$ cat config.mk
export PLATFORM = sky130hd
export DESIGN_NAME = id_handle_registry
export DESIGN_NICKNAME = d
export VERILOG_FILES = /design/src/sv/ihr_pkg.sv /design/src/sv/ihr_slot_store.sv /design/src/sv/id_handle_registry.sv
export SDC_FILE = /design/constraint.sdc
export NUM_CORES = 1
export LEC_CHECK = 0
export ABC_CLOCK_PERIOD_IN_PS = 7500
export BUFFER_PORTS_ARGS = -buffer_cell sky130_fd_sc_hd__clkbuf_2
export CORE_MARGIN = 2
export CORE_UTILIZATION = 45
export DETAILED_ROUTE_END_ITERATION = 8
export PLACE_DENSITY = 0.65
export RECOVER_POWER = 50
export SYNTH_ARGS = -nofsm -noshare
export SYNTH_HDL_FRONTEND = slang
export SYNTH_SLANG_ARGS = --single-unit
export TNS_END_PERCENT = 1
$ cat constraint.sdc
create_clock -name clock -period 7.5 [get_ports clock]
set_input_delay 1.125 -clock clock [delete_from_list [all_inputs] [get_ports clock]]
set_output_delay 1.125 -clock clock [all_outputs]
set_load 0.01 [all_outputs]
$ cat src/sv/ihr_pkg.sv
// shared types and constants for the id handle registry
package ihr_pkg;

   localparam int unsigned ID_W     = 32;
   localparam int unsigned HANDLE_W = 32;
   localparam int unsigned OP_W     = 2;
   localparam int unsigned STATUS_W = 2;

   // packed stream widths, rounded up to whole bytes
   localparam int unsigned REQ_FIELDS_W = OP_W + ID_W + HANDLE_W;
   localparam int unsigned REQ_TDATA_W  = ((REQ_FIELDS_W + 7) / 8) * 8;
   localparam int unsigned RSP_FIELDS_W = STATUS_W + HANDLE_W;
   localparam int unsigned RSP_TDATA_W  = ((RSP_FIELDS_W + 7) / 8) * 8;

   localparam logic [ID_W-1:0] MARKER_RESET = 32'hFFFF_FFFF;

   typedef enum logic [OP_W-1:0] {
      OP_ADD    = 2'd0,
      OP_LOOKUP = 2'd1,
      OP_REMOVE = 2'd2
   } op_type;

   typedef enum logic [STATUS_W-1:0] {
      STATUS_OK   = 2'd0,
      STATUS_DUP  = 2'd1,
      STATUS_FULL = 2'd2,
      STATUS_MISS = 2'd3
   } status_type;

   typedef enum logic [1:0] {
      S_IDLE   = 2'd0,
      S_SCAN   = 2'd1,
      S_FINISH = 2'd2
   } state_type;

endpackage

$ cat src/sv/ihr_slot_store.sv
// slot identifier and handle memories with per-slot valid bits
module ihr_slot_store #(
   parameter  int unsigned SLOTS = 16,
   localparam int unsigned IW    = (SLOTS > 1) ? $clog2(SLOTS) : 1
) (
   input  logic                          clock,
   input  logic                          reset,
   input  logic                          rd_en,
   input  logic [IW-1:0]                 rd_addr,
   output logic [ihr_pkg::ID_W-1:0]      rd_id,
   output logic [ihr_pkg::HANDLE_W-1:0]  rd_handle,
   input  logic                          wr_en,
   input  logic [IW-1:0]                 wr_addr,
   input  logic [ihr_pkg::ID_W-1:0]      wr_id,
   input  logic [ihr_pkg::HANDLE_W-1:0]  wr_handle
);

   logic [ihr_pkg::ID_W-1:0]     id_mem     [SLOTS];
   logic [ihr_pkg::HANDLE_W-1:0] handle_mem [SLOTS];
   logic [SLOTS-1:0]             valid_ff;
   logic [SLOTS-1:0]             valid_in;
   logic [ihr_pkg::ID_W-1:0]     rd_id_ff;
   logic [ihr_pkg::HANDLE_W-1:0] rd_handle_ff;
   logic                         rd_valid_ff;

   always_comb begin
      valid_in = valid_ff;
      if (wr_en) begin
         valid_in[wr_addr] = 1'b1;
      end
   end

   always_ff @(posedge clock) begin
      if (reset) begin
         valid_ff <= '0;
      end else begin
         valid_ff <= valid_in;
      end
   end

   always_ff @(posedge clock) begin
      if (wr_en) begin
         id_mem[wr_addr]     <= wr_id;
         handle_mem[wr_addr] <= wr_handle;
      end
   end

   always_ff @(posedge clock) begin
      if (rd_en) begin
         rd_id_ff     <= id_mem[rd_addr];
         rd_handle_ff <= handle_mem[rd_addr];
         rd_valid_ff  <= valid_ff[rd_addr];
      end
   end

   // a never written slot reads as its reset contents
   assign rd_id     = rd_valid_ff ? rd_id_ff : ihr_pkg::MARKER_RESET;
   assign rd_handle = rd_valid_ff ? rd_handle_ff : '0;

endmodule

$ cat src/sv/id_handle_registry.sv
// id handle registry top level: sequenced slot scan, update and response
//
//  channel | ports                          | direction | contents
//  --------+--------------------------------+-----------+---------------------------------
//  req     | req_tvalid/req_tready/req_tdata| in        | op, key_id, new_handle
//  rsp     | rsp_tvalid/rsp_tready/rsp_tdata| out       | status, found_handle
//  csr     | csr_valid/csr_ready/csr_data   | in        | free_marker write, always ready
//
// a transaction reads and compares one slot per cycle through the
// single read port of the slot memory, then the final step decides and writes back
// req_tready is high only while the sequencer is idle; a finished result waits in the rsp
// register and the next request is accepted meanwhile
// a stalled rsp holds the sequencer in its final step until the register frees up
// synchronous active-high reset frees all slots at once through valid bits, no clearing pass
module id_handle_registry #(
   parameter int unsigned SLOTS = 16
) (
   input  logic                               clock,
   input  logic                               reset,
   input  logic                               req_tvalid,
   output logic                               req_tready,
   // [1:0] op, [33:2] key_id, [65:34] new_handle, rest zero
   input  logic [ihr_pkg::REQ_TDATA_W-1:0]    req_tdata,
   output logic                               rsp_tvalid,
   input  logic                               rsp_tready,
   // [1:0] status, [33:2] found_handle, rest zero
   output logic [ihr_pkg::RSP_TDATA_W-1:0]    rsp_tdata,
   input  logic                               csr_valid,
   output logic                               csr_ready,
   input  logic [ihr_pkg::ID_W-1:0]           csr_data
);

   localparam int unsigned IW = (SLOTS > 1) ? $clog2(SLOTS) : 1;
   localparam int unsigned OP_LO  = 0;
   localparam int unsigned KEY_LO = OP_LO + ihr_pkg::OP_W;
   localparam int unsigned HDL_LO = KEY_LO + ihr_pkg::ID_W;

   // sequencer state
   ihr_pkg::state_type state_ff, state_in;

   // captured request
   ihr_pkg::op_type               op_ff;
   logic [ihr_pkg::ID_W-1:0]      key_ff;
   logic [ihr_pkg::HANDLE_W-1:0]  handle_ff;

   // free marker register
   logic [ihr_pkg::ID_W-1:0]      marker_ff;

   // scan counters: issue side, and compare side registered from it in the next cycle
   logic [IW:0]                   issue_cnt_ff, issue_cnt_in;
   logic                          pipe_vld_ff, pipe_vld_in;
   logic [IW-1:0]                 pipe_idx_ff;

   // first-match trackers
   logic                          hit_found_ff, hit_found_in;
   logic [IW-1:0]                 hit_idx_ff, hit_idx_in;
   logic [ihr_pkg::HANDLE_W-1:0]  hit_handle_ff, hit_handle_in;
   logic                          free_found_ff, free_found_in;
   logic [IW-1:0]                 free_idx_ff, free_idx_in;

   // response register
   logic                          rsp_valid_ff, rsp_valid_in;
   ihr_pkg::status_type           rsp_status_ff;
   logic [ihr_pkg::HANDLE_W-1:0]  rsp_handle_ff;

   // control outputs of the sequencer
   logic                          accept;
   logic                          rd_en;
   logic                          rsp_load;
   logic                          rsp_free;
   logic                          scan_last;

   // store ports
   logic [ihr_pkg::ID_W-1:0]      rd_id;
   logic [ihr_pkg::HANDLE_W-1:0]  rd_handle;
   logic                          wr_en;
   logic [IW-1:0]                 wr_addr;
   logic [ihr_pkg::ID_W-1:0]      wr_id;
   logic [ihr_pkg::HANDLE_W-1:0]  wr_handle;

   // decision of the final step
   ihr_pkg::status_type           res_status;
   logic [ihr_pkg::HANDLE_W-1:0]  res_handle;
   logic                          key_hit;
   logic                          free_hit;

   ihr_slot_store #(
      .SLOTS (SLOTS)
   ) u_store (
      .clock     (clock),
      .reset     (reset),
      .rd_en     (rd_en),
      .rd_addr   (issue_cnt_ff[IW-1:0]),
      .rd_id     (rd_id),
      .rd_handle (rd_handle),
      .wr_en     (wr_en),
      .wr_addr   (wr_addr),
      .wr_id     (wr_id),
      .wr_handle (wr_handle)
   );

   // the shared compare unit: one slot's contents against key and marker each cycle
   assign key_hit  = pipe_vld_ff && (rd_id == key_ff);
   assign free_hit = pipe_vld_ff && (rd_id == marker_ff);

   assign scan_last = pipe_vld_ff && (pipe_idx_ff == IW'(SLOTS - 1));
   assign rsp_free  = !rsp_valid_ff || rsp_tready;

   // next state
   always_comb begin
      state_in = state_ff;
      case (state_ff)
         ihr_pkg::S_IDLE: begin
            if (req_tvalid) begin
               state_in = ihr_pkg::S_SCAN;
            end
         end
         ihr_pkg::S_SCAN: begin
            if (scan_last) begin
               state_in = ihr_pkg::S_FINISH;
            end
         end
         ihr_pkg::S_FINISH: begin
            if (rsp_free) begin
               state_in = ihr_pkg::S_IDLE;
            end
         end
         default: begin
            state_in = ihr_pkg::S_IDLE;
         end
      endcase
   end

   // sequencer outputs
   always_comb begin
      req_tready = 1'b0;
      rd_en      = 1'b0;
      rsp_load   = 1'b0;
      case (state_ff)
         ihr_pkg::S_IDLE: begin
            req_tready = 1'b1;
         end
         ihr_pkg::S_SCAN: begin
            rd_en = (issue_cnt_ff < (IW+1)'(SLOTS));
         end
         ihr_pkg::S_FINISH: begin
            rsp_load = rsp_free;
         end
         default: begin
            req_tready = 1'b0;
         end
      endcase
   end

   assign accept = req_tvalid && req_tready;

   // scan bookkeeping
   always_comb begin
      issue_cnt_in  = issue_cnt_ff;
      pipe_vld_in   = rd_en;
      hit_found_in  = hit_found_ff;
      hit_idx_in    = hit_idx_ff;
      hit_handle_in = hit_handle_ff;
      free_found_in = free_found_ff;
      free_idx_in   = free_idx_ff;
      if (accept) begin
         issue_cnt_in  = '0;
         hit_found_in  = 1'b0;
         free_found_in = 1'b0;
      end else begin
         if (rd_en) begin
            issue_cnt_in = issue_cnt_ff + 1'b1;
         end
         // only the lowest-numbered match is kept
         if (key_hit && !hit_found_ff) begin
            hit_found_in  = 1'b1;
            hit_idx_in    = pipe_idx_ff;
            hit_handle_in = rd_handle;
         end
         if (free_hit && !free_found_ff) begin
            free_found_in = 1'b1;
            free_idx_in   = pipe_idx_ff;
         end
      end
   end

   // result and write-back of the final step
   always_comb begin
      res_status = ihr_pkg::STATUS_MISS;
      res_handle = '0;
      wr_en      = 1'b0;
      wr_addr    = hit_idx_ff;
      wr_id      = marker_ff;
      wr_handle  = '0;
      case (op_ff)
         ihr_pkg::OP_ADD: begin
            if (hit_found_ff) begin
               res_status = ihr_pkg::STATUS_DUP;
            end else if (free_found_ff) begin
               res_status = ihr_pkg::STATUS_OK;
               wr_en      = rsp_load;
               wr_addr    = free_idx_ff;
               wr_id      = key_ff;
               wr_handle  = handle_ff;
            end else begin
               res_status = ihr_pkg::STATUS_FULL;
            end
         end
         ihr_pkg::OP_LOOKUP: begin
            if (hit_found_ff) begin
               res_status = ihr_pkg::STATUS_OK;
               res_handle = hit_handle_ff;
            end
         end
         ihr_pkg::OP_REMOVE: begin
            // freed slot takes the current marker and loses its handle
            if (hit_found_ff) begin
               res_status = ihr_pkg::STATUS_OK;
               wr_en      = rsp_load;
            end
         end
         default: begin
            res_status = ihr_pkg::STATUS_MISS;
         end
      endcase
   end

   always_comb begin
      rsp_valid_in = rsp_valid_ff;
      if (rsp_load) begin
         rsp_valid_in = 1'b1;
      end else if (rsp_tready) begin
         rsp_valid_in = 1'b0;
      end
   end

   // control registers
   always_ff @(posedge clock) begin
      if (reset) begin
         state_ff      <= ihr_pkg::S_IDLE;
         pipe_vld_ff   <= 1'b0;
         rsp_valid_ff  <= 1'b0;
         hit_found_ff  <= 1'b0;
         free_found_ff <= 1'b0;
         issue_cnt_ff  <= '0;
         marker_ff     <= ihr_pkg::MARKER_RESET;
      end else begin
         state_ff      <= state_in;
         pipe_vld_ff   <= pipe_vld_in;
         rsp_valid_ff  <= rsp_valid_in;
         hit_found_ff  <= hit_found_in;
         free_found_ff <= free_found_in;
         issue_cnt_ff  <= issue_cnt_in;
         if (csr_valid && csr_ready) begin
            marker_ff <= csr_data;
         end
      end
   end

   // payload registers
   always_ff @(posedge clock) begin
      if (accept) begin
         op_ff     <= ihr_pkg::op_type'(req_tdata[OP_LO +: ihr_pkg::OP_W]);
         key_ff    <= req_tdata[KEY_LO +: ihr_pkg::ID_W];
         handle_ff <= req_tdata[HDL_LO +: ihr_pkg::HANDLE_W];
      end
      pipe_idx_ff   <= issue_cnt_ff[IW-1:0];
      hit_idx_ff    <= hit_idx_in;
      hit_handle_ff <= hit_handle_in;
      free_idx_ff   <= free_idx_in;
      if (rsp_load) begin
         rsp_status_ff <= res_status;
         rsp_handle_ff <= res_handle;
      end
   end

   assign csr_ready  = 1'b1;
   assign rsp_tvalid = rsp_valid_ff;
   assign rsp_tdata  = {(ihr_pkg::RSP_TDATA_W - ihr_pkg::RSP_FIELDS_W)'(0),
                        rsp_handle_ff, rsp_status_ff};

`ifndef ASSERT_OFF
   // a new request is never taken while the previous one is still being scanned
   a_one_in_flight: assert property (@(posedge clock) disable iff (reset)
      accept |=> !req_tready)
      else $error("request accepted during a scan");

   // slot memory is only written in the final step together with the response load
   a_write_with_rsp: assert property (@(posedge clock) disable iff (reset)
      wr_en |-> (rsp_load && state_ff == ihr_pkg::S_FINISH))
      else $error("slot write outside final step");

   // compare stage never looks beyond the last slot
   a_idx_range: assert property (@(posedge clock) disable iff (reset)
      pipe_vld_ff |-> (pipe_idx_ff <= IW'(SLOTS - 1)))
      else $error("scan index out of range");

   // a handle is only reported with a successful lookup
   a_handle_only_ok: assert property (@(posedge clock) disable iff (reset)
      (rsp_load && res_handle != '0) |->
         (res_status == ihr_pkg::STATUS_OK && op_ff == ihr_pkg::OP_LOOKUP))
      else $error("handle reported without a successful lookup");
`endif

endmodule
==> metrics.log, run 1 <==
[metrics] delay of the slowest critical-path stage: 1.21 ns
[metrics] clock root buffer: sky130_fd_sc_hd__clkbuf_16
[metrics] CP endpoint kind: register
[metrics] number of inserted filler cells in the final layout: 8374
[metrics] number of antenna violations at the first check in global routing: 3
[metrics] largest fanout on the critical path: around 50
[metrics] most frequent CP cell: sky130_fd_sc_hd__buf_4
[metrics] clock transition at the register clock pins on the worst setup and hold paths after CTS: 0.06 ns
[metrics] Synth top cells by count: sky130_fd_sc_hd__edfxtp_1, sky130_fd_sc_hd__mux4_2, sky130_fd_sc_hd__nand2_1, sky130_fd_sc_hd__clkbuf_1, sky130_fd_sc_hd__and2_1
[metrics] cell leakage power: around 19 nW
[metrics] chain of cells forming the critical path: inv_1, ha_1, and3b_1, buf_4, mux2i_1, nand2_1, nor2_4, buf_4, buf_4
[metrics] register area share after synthesis: 77.3%
[metrics] area occupied by registers: 38200 um^2
[metrics] largest cells by area after synthesis: sky130_fd_sc_hd__edfxtp_1, sky130_fd_sc_hd__mux4_2, sky130_fd_sc_hd__dfxtp_1
[metrics] count of buffers from port buffering: around 140
[metrics] leading area contributor after synthesis: sky130_fd_sc_hd__edfxtp_1
[metrics] clock insertion delay at the later pin of the skew report: 0.75 ns
[metrics] mean cell area of the mapped netlist: 21.4 um^2
[metrics] Core Area: between 100000 and 150000 um^2
[metrics] critical path's slowest cell: sky130_fd_sc_hd__and3b_1
[metrics] top flip-flop cell by instance count after synthesis: sky130_fd_sc_hd__edfxtp_1
[metrics] CP top delay family: buffers and inverters
[metrics] total power after layout: 0.0148 W
[metrics] Yosys top cell area share: 74.7%
[metrics] unique cell type count in the Yosys netlist: 57
[metrics] largest net degree at the start of global routing: 104
[metrics] Pwr per Cell Area: 265 nW/um^2
[metrics] final critical-path share of the clock period: a little under three quarters
[metrics] maximum operating frequency: 186 MHz
[metrics] Avg WL per Cell: about 28 um
[metrics] count of H-tree levels built during CTS: 4
[metrics] clock tree from TritonCTS: yes
[metrics] P&R area growth vs syn: 13.6%
[metrics] Post-Route Skew: 0.0357 ns
[metrics] DR pass1 iterations: 5
[metrics] Cell Area, Synth: 49400 um^2
[metrics] fin. max-slew vios: approximately 420
[metrics] Yosys reg bits: 1292
[metrics] nets: 2634
[metrics] final weighted congestion of routability-driven global placement: 0.808
[metrics] total of hold buffers inserted after clock tree synthesis: 0
[metrics] gate count after technology mapping: around 2300
[metrics] unrepaired setup endpoints after global routing: false
[metrics] number of global-route vias before repair: 24709
[metrics] full die area: 112000 um^2
[metrics] vertical die dimension: 335 um
[metrics] Arr. time, crit path: ~5.7 ns
[metrics] count of non-filler cells in the finished layout: 4042
[metrics] type of the worst setup path: register to register
[metrics] FP Rows: 121
[metrics] cell total after placement: about 3800
[metrics] first-pass GRT wire length: between 150000 and 200000 um
[metrics] top-count cell post-synth: sky130_fd_sc_hd__edfxtp_1
[metrics] transition time of the tightest slew-check pin: 3.77 ns
[metrics] yosys warns: 0
[metrics] die width: 335 um
[metrics] violation count after the first detailed-routing iteration: around 2900
[metrics] Post-Route WL: 115000 um
[metrics] setup violators final: 0
[metrics] kind of launch point of the worst setup path: register
[metrics] CP Buf/Inv Count: 4
[metrics] fraction of layout instances using a drive strength above 1: between 20% and 30%
[metrics] data required time at the worst endpoint: 7.84 ns
[metrics] number of buffers created by CTS: 134
[metrics] Remaining Overflow, GRT: 0
[metrics] number of top-level pins: 152
[metrics] final antenna-violating net count: 0
[metrics] highest ir drop seen on vdd: 0.000266 V
[metrics] final-layout setup total negative slack: 0 ns
[metrics] Hold/Removal Path Class: register to register
[metrics] number of setup buffers added after CTS: 0
[metrics] Final min period: around 5.4 ns
[metrics] headroom to the max-slew limit: -152%
[metrics] Max-Cap Viols: 11
[metrics] vias per inst: 5.89
[metrics] number of DRC violations after detailed routing: 0
[metrics] endpoints failing hold: 0
[metrics] routed via count: around 24000
[metrics] Synth async-reset ratio: 0%
[metrics] area of the multi-input gates: 10800 um^2
[metrics] starting utilization of the core area: 45.4%
[metrics] failing checks: capacitance limit, slew limit
[metrics] number of buffers on the longest clock path: 3
[metrics] half-perimeter wire length after placement: 61500 um
[metrics] count of flip-flops with a built-in enable after synthesis: around 1200
[metrics] Resized Gates After CTS: 0
[metrics] All-Layer GR Usage: 20.7%
[metrics] status: complete, but fails checks
[metrics] number of clock sinks seen by CTS: 1292
kinds of logic after synthesis:
kind of cell | share of synthesized area, %
DFF | 77.3
and+or+nand+nor | 3.97
muxes | 15.4
buffers and inverters | 1.22
AOI/OAI and AO/OA | 1.51
xor gates and xnor gates | 0.461
adders and majority gates | 0.127
other | 0.0152
report_power, final:
group | internal [W] | switching (W) | total (W)
logic | 0.000187 | 0.000238 | 0.000425
registers | 0.00791 | 0.0000703 | 0.00798
clock network | 0.00372 | 0.00272 | 0.00644
path summary, 6_finish.rpt:
path / slack, ns / end / cells after the start / from
setup / recovery: 2.13 / u_store.id_mem[2][10]$_DFFE_PP_ / 9 / op_ff[0]$_DFFE_PP_
hold / removal: 0.46 / free_idx_ff[3]$_DFFE_PP_ / 0 / pipe_idx_ff[3]$_DFF_P_
setup reg to reg: 2.13 / u_store.id_mem[2][10]$_DFFE_PP_ / 9 / op_ff[0]$_DFFE_PP_
hold reg to reg: 0.46 / free_idx_ff[3]$_DFFE_PP_ / 0 / pipe_idx_ff[3]$_DFF_P_
layout by cell type (no fill, tap or decap), types with 19 or more instances in the layout:
cell                           n
sky130_fd_sc_hd__clkbuf_2     76
sky130_fd_sc_hd__inv_1        21
sky130_fd_sc_hd__mux4_2      325
sky130_fd_sc_hd__edfxtp_1   1229
sky130_fd_sc_hd__clkbuf_1     96
sky130_fd_sc_hd__clkbuf_16   138
sky130_fd_sc_hd__mux2i_1      29
sky130_fd_sc_hd__and2_0       57
sky130_fd_sc_hd__buf_4        42
sky130_fd_sc_hd__clkinv_2     23
sky130_fd_sc_hd__clkinv_1     27
sky130_fd_sc_hd__dfxtp_1      63
sky130_fd_sc_hd__xor2_1       20
sky130_fd_sc_hd__nand2_1     158
sky130_fd_sc_hd__a21oi_1      25
sky130_fd_sc_hd__and3_1       33
sky130_fd_sc_hd__nor2_1       19
state kept, by name, indices dropped and copies added, names as in the netlist, 2 cells and up:
signal and count:
op_ff 2, pipe_idx_ff 4, free_idx_ff 4, key_ff 32, u_store.id_mem 512, u_store.handle_mem 512
hit_idx_ff 4, rsp_status_ff 2, u_store.rd_handle_ff 32, state_ff 2, marker_ff 32, hit_handle_ff 32
u_store.rd_id_ff 32, handle_ff 32, u_store.valid_ff 16, issue_cnt_ff 5, rsp_handle_ff 32
per-stage QoR:
| step | area, um^2 | hold WS [ns] | setup slack, ns | util (%) |
|---|---|---|---|---|
| 6_report | 56100 | 0.455 | 2.13 | 51.5 |
| 5_1_grt | 56100 | 0.476 | 1.84 | 51.5 |
| 4_1_cts | 56200 | 0.454 | 2.79 | 51.7 |
| 3_5_place_dp | 52000 | 0.440 | 2.78 | 47.8 |
| 3_3_place_gp | 52000 | 0.432 | 2.83 | 47.8 |
| 2_1_floorplan | 49400 | 0.326 | 1.07 | - |
area by class of cell:
class,count,share of cell area (%)
clock buffers,166,6.40
repair buffers,193,1.86
well taps,1414,3.15
diodes,1,0.00446
multi-input cells,878,19.2
inverters,21,0.141
flip-flops and latches,1292,68.0
clock inverters,77,1.20
metal layers:
metal	vias up	share of wire [%]	GRT usage (%)
li1	9941	-	-
met1	12584	41	28.7
met2	1080	48	32.7
met3	204	8.2	4.59
met4	0	2.7	6.75
met5	-	0	0
No activity file was read; power rests on OpenSTA's default activity.
==> run 2, diff against run 1 <==
- ABC_CLOCK_PERIOD_IN_PS: 7500 -> 4650
- PLACE_DENSITY: 0.65 -> 0.67
- clock period: 7.5 -> 4.65 ns (I/O delays scaled with it)
==> run 2 against run 1 <==
The run still ends with capacitance limit, slew limit left. Worst setup slack got worse by 1.6 ns. Via count is 0.60% higher. Utilization is 0.16 points higher. Sequential power rose by 60%. Final cell count is essentially flat. First-iteration DRC count is 1.1% lower. Critical path type unchanged. Largest power group unchanged.
==> metrics.log, run 2 (synthesis results as in run 1) <==
[metrics] vertical die dimension: 335 um (unchanged)
[metrics] fraction of layout instances using a drive strength above 1: 24.8% (was 25.1%)
[metrics] delay of the slowest critical-path stage: 2.32 ns (was 1.21 ns)
[metrics] nets: 2638 (was 2634)
[metrics] Arr. time, crit path: 4.58 ns (was 5.71 ns)
[metrics] Pwr per Cell Area: 428 nW/um^2 (was 265 nW/um^2)
[metrics] Avg WL per Cell: 28.7 um (was 28.4 um)
[metrics] clock insertion delay at the later pin of the skew report: 0.76 ns (was 0.75 ns)
[metrics] global-route track usage on met2: 33.0% (was 32.7%)
[metrics] core utilization of the finished layout: 51.7% (was 51.5%)
[metrics] number of setup buffers added after CTS: 0 (unchanged)
[metrics] clock transition at the register clock pins on the worst setup and hold paths after CTS: 0.06 ns (about the same)
[metrics] first-pass GRT wire length: 168000 um (was 167000 um)
[metrics] routed via count: 23952 (was 23809)
[metrics] FP Rows: 121 (unchanged)
[metrics] chain of cells forming the critical path: clkbuf_1, mux4_2, mux4_2 (was inv_1, ha_1, and3b_1, buf_4, mux2i_1, nand2_1, nor2_4, buf_4, buf_4)
[metrics] number of antenna violations at the first check in global routing: 3 (unchanged)
[metrics] Hold/Removal Path Class: input pin to register (was register to register)
[metrics] number of global-route vias before repair: 24618 (was 24709)
[metrics] biggest regs: u_store.handle_mem x512, u_store.id_mem x512 (unchanged)
[metrics] All-Layer GR Usage: 20.8% (was 20.7%)
[metrics] endpoints failing hold: 0 (unchanged)
[metrics] Post-Route WL: 116000 um (was 115000 um)
[metrics] fin. max-slew vios: 414 (was 421)
[metrics] total of hold buffers inserted after clock tree synthesis: 0 (unchanged)
[metrics] starting utilization of the core area: 45.4% (unchanged)
[metrics] P&R area growth vs syn: 13.9% (was 13.6%)
[metrics] layer carrying the most global-route usage: met2 (unchanged)
[metrics] clock tree from TritonCTS: yes (unchanged)
[metrics] setup violators final: 0 (unchanged)
[metrics] transition time of the tightest slew-check pin: 3.30 ns (was 3.77 ns)
[metrics] CP Buf/Inv Count: 1 (was 4)
[metrics] GR Layer Usage met3: 4.19% (was 4.59%)
[metrics] type of the worst setup path: register to register (unchanged)
[metrics] number of buffers on the longest clock path: 3 (unchanged)
[metrics] number of DRC violations after detailed routing: 0 (unchanged)
[metrics] Post-Route Skew: 0.0394 ns (was 0.0357 ns)
[metrics] highest ir drop seen on vdd: 0.000364 V (was 0.000266 V)
[metrics] count of H-tree levels built during CTS: 4 (unchanged)
[metrics] global routing usage on met1: 29.6% (was 28.7%)
[metrics] Core Area: 109000 um^2 (unchanged)
[metrics] Remaining Overflow, GRT: 0 (unchanged)
[metrics] Max-Cap Viols: 10 (was 11)
[metrics] largest fanout on the critical path: 50 (was 51)
[metrics] vias per inst: 5.93 (was 5.89)
[metrics] most frequent CP cell: sky130_fd_sc_hd__mux4_2 (was sky130_fd_sc_hd__buf_4)
[metrics] DR pass1 iterations: 5 (unchanged)
[metrics] headroom to the max-slew limit: -120% (was -152%)
[metrics] final weighted congestion of routability-driven global placement: 0.874 (was 0.808)
[metrics] tightest hold margin: 0.117 ns (was 0.455 ns)
[metrics] leading cell type in the layout, fill and taps excluded: sky130_fd_sc_hd__edfxtp_1 (unchanged)
[metrics] number of clock sinks seen by CTS: 1292 (unchanged)
[metrics] CP top delay family: buffers and inverters (unchanged)
[metrics] clock root buffer: sky130_fd_sc_hd__clkbuf_16 (unchanged)
[metrics] maximum operating frequency: 243 MHz (was 186 MHz)
[metrics] number of top-level pins: 152 (unchanged)
[metrics] final critical-path share of the clock period: 88.5% (was 71.6%)
[metrics] cell leakage power: 18.8 nW (was 18.7 nW)
[metrics] most used cells in the layout excluding fill and tap cells: sky130_fd_sc_hd__edfxtp_1, sky130_fd_sc_hd__mux4_2, sky130_fd_sc_hd__nand2_1, sky130_fd_sc_hd__clkbuf_16, sky130_fd_sc_hd__clkbuf_1 (unchanged)
[metrics] count of buffers from port buffering: 138 (unchanged)
[metrics] status: complete, but fails checks (unchanged)
[metrics] die width: 335 um (unchanged)
[metrics] failing checks: capacitance limit, slew limit (unchanged)
[metrics] CP endpoint kind: register (unchanged)
[metrics] largest net degree at the start of global routing: 103 (was 104)
[metrics] kind of launch point of the worst setup path: register (unchanged)
[metrics] number of buffers created by CTS: 131 (was 134)
[metrics] violation count after the first detailed-routing iteration: 2834 (was 2866)
[metrics] unrepaired setup endpoints after global routing: false (unchanged)
[metrics] number of inserted filler cells in the final layout: 8314 (was 8374)
[metrics] full die area: 112000 um^2 (unchanged)
[metrics] data required time at the worst endpoint: 5.11 ns (was 7.84 ns)
[metrics] half-perimeter wire length after placement: 62900 um (was 61500 um)
[metrics] final antenna-violating net count: 0 (unchanged)
[metrics] Resized Gates After CTS: 0 (unchanged)
[metrics] Final min period: 4.11 ns (was 5.37 ns)
[metrics] critical path's slowest cell: sky130_fd_sc_hd__clkbuf_1 (was sky130_fd_sc_hd__and3b_1)
run 2: power breakdown:
| group | internal [W] | switching (W) | total (W) |
|---|---|---|---|
| clock | 0.00608 | 0.00445 | 0.0105 |
| sequential | 0.0128 | 0.0000955 | 0.0128 |
| combinational | 0.000303 | 0.000413 | 0.000716 |
| total | 0.0191 | 0.00496 | 0.0241 |
run 2: worst paths after layout:
| kind | endpoint | slack (ns) | start | depth (start not counted) |
|---|---|---|---|---|
| worst max-delay path | u_store.rd_handle_ff[5]$_DFFE_PP_ | 0.54 | issue_cnt_ff[1]$_SDFFE_PP0P_ | 3 |
| worst min register to register | free_idx_ff[3]$_DFFE_PP_ | 0.46 | pipe_idx_ff[3]$_DFF_P_ | 0 |
| worst max register to register | u_store.rd_handle_ff[5]$_DFFE_PP_ | 0.54 | issue_cnt_ff[1]$_SDFFE_PP0P_ | 3 |
| worst min-delay path | handle_ff[15]$_DFFE_PP_ | 0.12 | req_tdata[49] | 1 |
run 2: metal layers:
metal	vias up	wire, um	share of wire (%)
met2	1114	56100	48
met1	12737	47600	41
met4	0	2480	2.1
met3	168	9750	8.4
met5	-	0	0
li1	9933	-	-
run 2: cell type report:
class | count | area [um^2] | share of cell area, %
antenna | 1 | 2.50 | 0.00445
clock inverter | 67 | 793 | 1.41
multi-input combinational | 878 | 10800 | 19.2
timing repair buffer | 200 | 1150 | 2.05
tap | 1414 | 1770 | 3.14
sequential | 1292 | 38200 | 67.8
inverter | 21 | 78.8 | 0.140
clock buffer | 167 | 3520 | 6.25
run 2: through the flow:
step / instance area (um^2) / std cells / power [W] / setup slack (ns) / setup TNS [ns]
detailed placement: 52100 / 3805 / 0.0138 / 1.05 / 0
floorplan: 49400 / 2310 / 0.0135 / -1.30 / -684.66
finish: 56300 / 4040 / 0.0241 / 0.536 / 0
CTS: 56400 / 4039 / 0.0243 / 1.03 / 0
global route: 56300 / 4039 / 0.0248 / 0.417 / 0
global placement: 52100 / 3805 / 0.0138 / 1.12 / 0
